**config.mk**
```make
export PLATFORM = sky130hd
export DESIGN_NAME = nsc_parser
export DESIGN_NICKNAME = d
export VERILOG_FILES = /design/src/rtl/nsc_pkg.sv /design/src/rtl/nsc_parser.sv
export SDC_FILE = /design/constraint.sdc
export NUM_CORES = 1
export LEC_CHECK = 0
export ABC_AREA = 1
export BUFFER_PORTS_ARGS = -buffer_cell sky130_fd_sc_hd__buf_4
export CORE_MARGIN = 2
export CORE_UTILIZATION = 53
export CTS_CLUSTER_DIAMETER = 60
export DETAILED_ROUTE_END_ITERATION = 8
export PLACE_DENSITY = 0.78
export SYNTH_ARGS = -nofsm -noshare
export SYNTH_HDL_FRONTEND = slang
export SYNTH_SLANG_ARGS = --single-unit
export TNS_END_PERCENT = 1
```
**constraint.sdc**
```tcl
create_clock -name i_clk -period 2.75 [get_ports i_clk]
set_input_delay 0.55 -clock i_clk [delete_from_list [all_inputs] [get_ports i_clk]]
set_output_delay 0.55 -clock i_clk [all_outputs]
set_load 0.05 [all_outputs]
```
**src/rtl/nsc_pkg.sv**
```systemverilog
`timescale 1ns / 1ps
`default_nettype none

package nsc_pkg;

    // Result status codes
    localparam logic [1:0] ST_OK  = 2'd0;
    localparam logic [1:0] ST_ERR = 2'd1;
    localparam logic [1:0] ST_END = 2'd2;

    // Characters the parser reacts to
    localparam logic [7:0] CH_DOLLAR  = 8'h24;
    localparam logic [7:0] CH_STAR    = 8'h2A;
    localparam logic [7:0] CH_NEWLINE = 8'h0A;
    localparam logic [7:0] CH_NUL     = 8'h00;
    localparam logic [7:0] CH_ZERO    = 8'h30;
    localparam logic [7:0] CH_NINE    = 8'h39;
    localparam logic [7:0] CH_UPPER_A = 8'h41;
    localparam logic [7:0] CH_UPPER_F = 8'h46;

    // Register indexes and reset values
    localparam logic       REG_SENTENCE_TYPE = 1'b0;
    localparam logic       REG_MAX_BODY_LEN  = 1'b1;
    localparam logic [23:0] SENTENCE_TYPE_RST = 24'h474741;
    localparam logic [6:0]  MAX_BODY_LEN_RST  = 7'd100;

    // Shortest body that can hold the type letters
    localparam logic [6:0] MIN_BODY_LEN = 7'd5;
    localparam logic [6:0] TYPE_FIRST   = 7'd2;
    localparam logic [6:0] TYPE_LAST    = 7'd4;

    // Result queue geometry
    localparam int OUT_DEPTH = 4;
    localparam int OUT_AW    = 2;
    localparam int OUT_CW    = 3;

    typedef struct packed {
        logic [1:0] status;
        logic [7:0] computed_checksum;
        logic [7:0] received_checksum;
        logic [6:0] body_length;
        logic       last;
    } t_result;

    // Up to two results per input word; v1 is only set together with v0
    typedef struct packed {
        logic    v0;
        logic    v1;
        t_result r0;
        t_result r1;
    } t_push;

    // Bit 4 set marks a character that is not an uppercase hex digit
    function automatic logic [4:0] hex_value(input logic [7:0] c);
        logic [7:0] d;
        begin
            d = 8'h00;
            if (c >= CH_ZERO && c <= CH_NINE) begin
                d = c - CH_ZERO;
                hex_value = {1'b0, d[3:0]};
            end else if (c >= CH_UPPER_A && c <= CH_UPPER_F) begin
                d = c - CH_UPPER_A + 8'd10;
                hex_value = {1'b0, d[3:0]};
            end else begin
                hex_value = 5'h10;
            end
        end
    endfunction

endpackage

`default_nettype wire

```
**src/rtl/nsc_parser.sv**
```systemverilog
`timescale 1ns / 1ps
`default_nettype none

module nsc_parser (
    input  wire logic          i_clk,
    input  wire logic          i_rst_n,
    input  wire logic          i_valid,
    input  wire logic [7:0]    i_byte,
    input  wire logic          i_eos,
    input  wire logic [23:0]   i_sentence_type,
    input  wire logic [6:0]    i_max_body_len,
    output nsc_pkg::t_push     o_push
);

    localparam logic [1:0] PH_HUNT = 2'd0;
    localparam logic [1:0] PH_BODY = 2'd1;
    localparam logic [1:0] PH_DIG1 = 2'd2;
    localparam logic [1:0] PH_DIG2 = 2'd3;

    logic [1:0]  r_phase, n_phase;
    logic [7:0]  r_xor, n_xor;
    logic [6:0]  r_count, n_count;
    logic [23:0] r_type, n_type;
    logic [4:0]  r_nibble, n_nibble;

    nsc_pkg::t_result err_res;
    nsc_pkg::t_result end_res;
    logic [4:0]       lo_val;
    logic [7:0]       rx_val;
    logic             clear;

    always_comb begin
        err_res = '{status: nsc_pkg::ST_ERR, computed_checksum: r_xor,
                    received_checksum: 8'h00, body_length: r_count, last: 1'b1};
        end_res = '{status: nsc_pkg::ST_END, computed_checksum: 8'h00,
                    received_checksum: 8'h00, body_length: 7'd0, last: 1'b1};
        lo_val   = nsc_pkg::hex_value(i_byte);
        rx_val   = {r_nibble[3:0], lo_val[3:0]};
        clear    = 1'b0;
        n_phase  = r_phase;
        n_xor    = r_xor;
        n_count  = r_count;
        n_type   = r_type;
        n_nibble = r_nibble;
        o_push   = '0;

        if (i_valid) begin
            case (r_phase)
                PH_HUNT: begin
                    if (i_eos) begin
                        o_push.v0 = 1'b1;
                        o_push.r0 = end_res;
                        clear     = 1'b1;
                    end else if (i_byte == nsc_pkg::CH_DOLLAR) begin
                        clear   = 1'b1;
                        n_phase = PH_BODY;
                    end
                end
                PH_BODY: begin
                    if (i_eos) begin
                        o_push.v0 = 1'b1;
                        o_push.r0 = '{status: nsc_pkg::ST_END, computed_checksum: r_xor,
                                      received_checksum: 8'h00, body_length: r_count,
                                      last: 1'b1};
                        clear     = 1'b1;
                        n_phase   = PH_HUNT;
                    end else if (i_byte == nsc_pkg::CH_STAR) begin
                        if (r_count < nsc_pkg::MIN_BODY_LEN || r_type != i_sentence_type) begin
                            o_push.v0 = 1'b1;
                            o_push.r0 = err_res;
                            clear     = 1'b1;
                            n_phase   = PH_HUNT;
                        end else begin
                            n_phase = PH_DIG1;
                        end
                    end else if (i_byte == nsc_pkg::CH_DOLLAR) begin
                        // restart on a fresh sentence right away
                        o_push.v0 = 1'b1;
                        o_push.r0 = err_res;
                        clear     = 1'b1;
                    end else if (i_byte == nsc_pkg::CH_NEWLINE || i_byte == nsc_pkg::CH_NUL
                                 || r_count >= i_max_body_len) begin
                        o_push.v0 = 1'b1;
                        o_push.r0 = err_res;
                        clear     = 1'b1;
                        n_phase   = PH_HUNT;
                    end else begin
                        n_xor = r_xor ^ i_byte;
                        if (r_count >= nsc_pkg::TYPE_FIRST && r_count <= nsc_pkg::TYPE_LAST) begin
                            n_type = {r_type[15:0], i_byte};
                        end
                        n_count = r_count + 7'd1;
                    end
                end
                default: begin
                    // checksum digits
                    if (i_eos) begin
                        o_push.v0      = 1'b1;
                        o_push.r0      = err_res;
                        o_push.r0.last = 1'b0;
                        o_push.v1      = 1'b1;
                        o_push.r1      = end_res;
                        clear          = 1'b1;
                        n_phase        = PH_HUNT;
                    end else if (i_byte == nsc_pkg::CH_NUL) begin
                        o_push.v0 = 1'b1;
                        o_push.r0 = err_res;
                        clear     = 1'b1;
                        n_phase   = PH_HUNT;
                    end else if (r_phase == PH_DIG1) begin
                        n_nibble = lo_val;
                        n_phase  = PH_DIG2;
                    end else begin
                        o_push.v0 = 1'b1;
                        o_push.r0 = err_res;
                        if (!r_nibble[4] && !lo_val[4]) begin
                            o_push.r0.received_checksum = rx_val;
                            o_push.r0.status = (rx_val == r_xor) ? nsc_pkg::ST_OK
                                                                  : nsc_pkg::ST_ERR;
                        end
                        clear   = 1'b1;
                        n_phase = PH_HUNT;
                    end
                end
            endcase
        end

        if (clear) begin
            n_xor    = 8'h00;
            n_count  = 7'd0;
            n_type   = 24'h000000;
            n_nibble = 5'h00;
        end
    end

    always_ff @(posedge i_clk) begin
        if (!i_rst_n) begin
            r_phase  <= PH_HUNT;
            r_xor    <= 8'h00;
            r_count  <= 7'd0;
            r_type   <= 24'h000000;
            r_nibble <= 5'h00;
        end else begin
            r_phase  <= n_phase;
            r_xor    <= n_xor;
            r_count  <= n_count;
            r_type   <= n_type;
            r_nibble <= n_nibble;
        end
    end

endmodule

`default_nettype wire

```
# Word-level counts from Yosys, hierarchy flattened
# Cells that the tools add are included.
# Widths: inputs -> output; s select.
[totals]
regBits = 46
input_bits = 43
out_inout_bits = 54
wordCells = 96
[op_classes]
n_addsub = 4
n_lt_le_gt_ge = 8
n_eq_ne = 11
muxes = 43
bitwise_logic = 8
reduce_logical = 17
[ops]
columns = ["op", "n"]
rows = [
  ["$mux 26", 7],
  ["$mux 25", 3],
  ["$mux 54", 1],
  ["$pmux 26 s2", 1],
  ["$ne 24x24->1", 1],
  ["$mux 2", 10],
  ["$eq 8x6->1 const B", 2],
  ["$mux 1", 15],
  ["$mux 5", 2],
  ["$reduce_and 5->1", 2],
  ["$eq 8x4->1 const B", 1],
  ["$eq 8x8->1", 1],
  ["$ge 8x6->1 const B", 1],
  ["$ge 8x7->1 const B", 1],
  ["$le 8x6->1 const B", 1],
  ["$le 8x7->1 const B", 1],
  ["$logic_not 8->1", 1],
  ["$mux 8", 1],
  ["$ne 4x4->1 const B", 2],
  ["$sub 4x1->4 const B", 2],
  ["$xor 8x8->8", 1],
  ["$add 7x1->7 const B", 1],
  ["$ge 7x2->1 const B", 1],
  ["$ge 7x7->1", 1],
  ["other kinds (16)", 31],
]

# Longest topological paths before layout
[logic_depth]
depth_word = 12
depth_mapped = 17
ltp_nobuf = 16

# Least setup slack after synthesis
# No wires, ideal clock.
[synth_timing]
kind = "input-to-output"
start = "input i_byte[0]"
end = "output o_push[33] (netlist bit)"
arrival_ns = 2.717
required_ns = 2.200
slack_ns = -0.517
stages = 11
path_buffers = 1
cell_sequence = "inv_1 -> ha_1 -> nand2_1 -> nor3_2 -> nor2_1 -> nand4_2 -> nand2_1 -> nand2_1 -> nand2_4 -> buf_2 -> nor3_1"
[synth_lines]
columns = ["element", "line", "source"]
rows = [
  ["start: declaration", "nsc_parser.sv:8", "input wire logic [7:0] i_byte,"],
  ["end: declaration", "nsc_parser.sv:12", "output nsc_pkg::t_push o_push"],
]

==> out/summary.txt <==
Tcrit/Tclk final - 101%
sequential cell area fraction in the yosys report - 26.2%
post-synthesis cell area - 3520 um2
Placed Cells - 716
f_max - 360 MHz
Core ar. - 6390 um2
VDD IR max - 258 uV
final design utilization - 74.0%
clock tree from TritonCTS - built
clock skew - 7.89 ps
Congestion Overflow GR - 0
Design Power - 1.49 mW
Post-Place Worst Slack - -85.3 ps
CTS max path bufs - 2
die width - 85.5 um
GPL Wtd Cong - 0.924
crit path max-delay cell type - buf_6
crit end category - primary output
initial drt markers - 160
CP Max Fanout - 3
setup ws final - -24.3 ps
vias in the first global route - 3231
Root Buffer - clkbuf_8
Antenna Cells - 0
number of max-cap violations - 0
P per Cell Area - 315 nW/um2
status - complete, but fails checks
Static Leakage - 2.10 nW
Startpoint Class - input port
unrepaired setup endpoints after global routing - true
layout cells sized above 1 - 30.4%
die area - 7310 um2
First-pass DRT Iterations - 5
Reg clk slew, reported paths - 90 ps
Max Slew Vio Count - 0
fillcell total - 484
crit path kind - input port to primary output
Post-Synthesis Cells - 549
FP Rows - 29
Yosys warnings - 0
largest net degree at the start of global routing - 49
most frequent cells in the layout - 92 x buf_4, 88 x nor2_1, 85 x nand2_1
# clock sinks - 46
number of synthesized register bits - 46
IO Port Bufs - 72
Post-Route WL - 9.19 mm
vias - 3650
wire per inst - 12.6 um
CTS Buf Count - 5
Starting Density - 55.1%
min Tclk post-route - 2770 ps
synth unique cells - 32
DP HPWL - 6.70 mm
fin nets - 709
antenna viol nets, final - 0
final std cells w/o fill - 731
antenna violations before repair - 0
number of remaining DRC errors - 0
Via density - 4.99
Final Setup Violations - 1
GRT Util Overall - 23.3%
mean area per synthesized cell - 6.41 um2
Clock Latency Late Sink - 300 ps
Hold-fix buffers, CTS - 0
Area Overhead vs Synth - 34.3%
Required @ worst endpoint - 2200 ps
IO Count - 97
Worst Hold Class - flop to flop
Die Y - 85.5 um
Cell Chain, Critical Path - buf_6 -> inv_4 -> ha_1 -> nand3_2 -> buf_4 -> nor2_2 -> nor2_1 -> nand4_2 -> nand2_1 -> nand2_2 -> nand2_4 -> buf_4 -> nor3_2 -> buf_6
final hold vios - 0
Worst EP arrival - 2220 ps
first-pass GRT wire length - 14.1 mm
commonest non-fill, non-tap cell in the layout - buf_4
Worst path max stage delay - 190 ps
H-tree Lvls - 2
failing checks - negative setup slack
## path summary, 6_finish.rpt
check	from	endpoint	slack, ps	cells past startpoint
worst max-delay path	i_byte[0]	o_push[33]	-20	14
worst min-delay path	r_nibble[4]$_SDFFE_PP0P_	r_nibble[4]$_SDFFE_PP0P_	510	2
worst max register to register	r_count[5]$_SDFFE_PP0P_	r_xor[0]$_SDFFE_PP0P_	480	17
worst min register to register	r_nibble[4]$_SDFFE_PP0P_	r_nibble[4]$_SDFFE_PP0P_	510	2
## cell type report
cell class / instances / area (um2) / share of cell area, %
Timing Repair Buffer: 113 / 962 / 20.3
Tap cell: 77 / 96.3 / 2.04
Inverter: 100 / 383 / 8.10
Clock inverter: 3 / 45.0 / 0.953
Multi-Input combinational cell: 387 / 2240 / 47.4
Sequential cell: 46 / 932 / 19.7
Clock buffer: 5 / 68.8 / 1.46
## kinds of logic (layout without fill, tap and decap cells)
logic type,Yosys count,after routing,synth area share (%)
and+or+nand+nor,258,259,31.8
buffers and inverters,140,221,19.5
AOI/OAI and AO/OA,48,48,7.11
DFF,46,46,26.2
xor gates and xnor gates,43,43,10.7
adders and majority gates,13,13,4.62
other,1,24,0.107
## routing by layer
metal | global-route usage, % | wire (um) | vias to the layer above
li1 | - | - | 1836
met1 | 29.2 | 3730 | 1643
met2 | 41.0 | 4730 | 147
met3 | 3.56 | 541 | 24
met4 | 7.36 | 183 | 0
met5 | 0 | 0 | -
## Yosys cell counts
| master | count | area, um2 |
|---|---|---|
| nand2_1 | 97 | 364 |
| nor2_1 | 92 | 345 |
| inv_1 | 90 | 338 |
| dfxtp_1 | 46 | 921 |
| buf_4 | 26 | 195 |
| o21ai_0 | 25 | 125 |
| nand3_1 | 24 | 120 |
| xnor2_1 | 23 | 201 |
| xor2_1 | 20 | 175 |
| nor3_1 | 16 | 80.1 |
| ha_1 | 13 | 163 |
| inv_2 | 10 | 37.5 |
| a21oi_1 | 9 | 45.0 |
| nand4_1 | 9 | 56.3 |
| o21ai_1 | 9 | 45.0 |
| buf_6 | 8 | 90.1 |
| nor2_2 | 6 | 37.5 |
| nand2_2 | 5 | 31.3 |
| clkbuf_1 | 4 | 15.0 |
| a31oi_1 | 2 | 12.5 |
| buf_2 | 2 | 10.0 |
| nand2_4 | 2 | 22.5 |
| nand3_2 | 2 | 20.0 |
| a211oi_1 | 1 | 7.51 |
| a21boi_0 | 1 | 7.51 |
| conb_1 | 1 | 3.75 |
| nand3b_1 | 1 | 7.51 |
| nand4_2 | 1 | 12.5 |
| nor3_2 | 1 | 10.0 |
| o211ai_1 | 1 | 7.51 |
| or2_1 | 1 | 6.26 |
| or2_2 | 1 | 6.26 |
## metrics by stage
step	cell area, um2	TNS (ps)	hold slack, ps
floorplan	3660	-2800	469
global placement	4300	-343	481
detailed placement	4300	-1230	494
CTS	4480	-276	511
global route	4730	-1370	508
finish	4730	-24.3	511
## power by group
group	internal, mW	switching, mW	total, mW	leakage [nW]
registers	0.664	0.000202	0.664	0.373
clock network	0.271	0.244	0.514	0.0504
logic	0.110	0.199	0.309	1.67
total	1.04	0.443	1.49	2.10
## timing repair
action | CTS | global route
gates cloned | 0 | 1
setup endpoints to repair | 20 | 26
resized for setup | 20 | 55
setup buffers | 0 | 6
pin swaps | 1 | 24
## state kept, by name, indices dropped and copies added, names as in the netlist
register and cells:
r_nibble 5, r_phase 2, r_type 24, r_count 7
r_xor 8
## worst max-delay path: cells and delay by family
kind	cells	cell delay, ps
adders and majority gates	1	160
buffers and inverters	5	670
and+or+nand+nor	8	840
(Power assumes the default switching activity.)
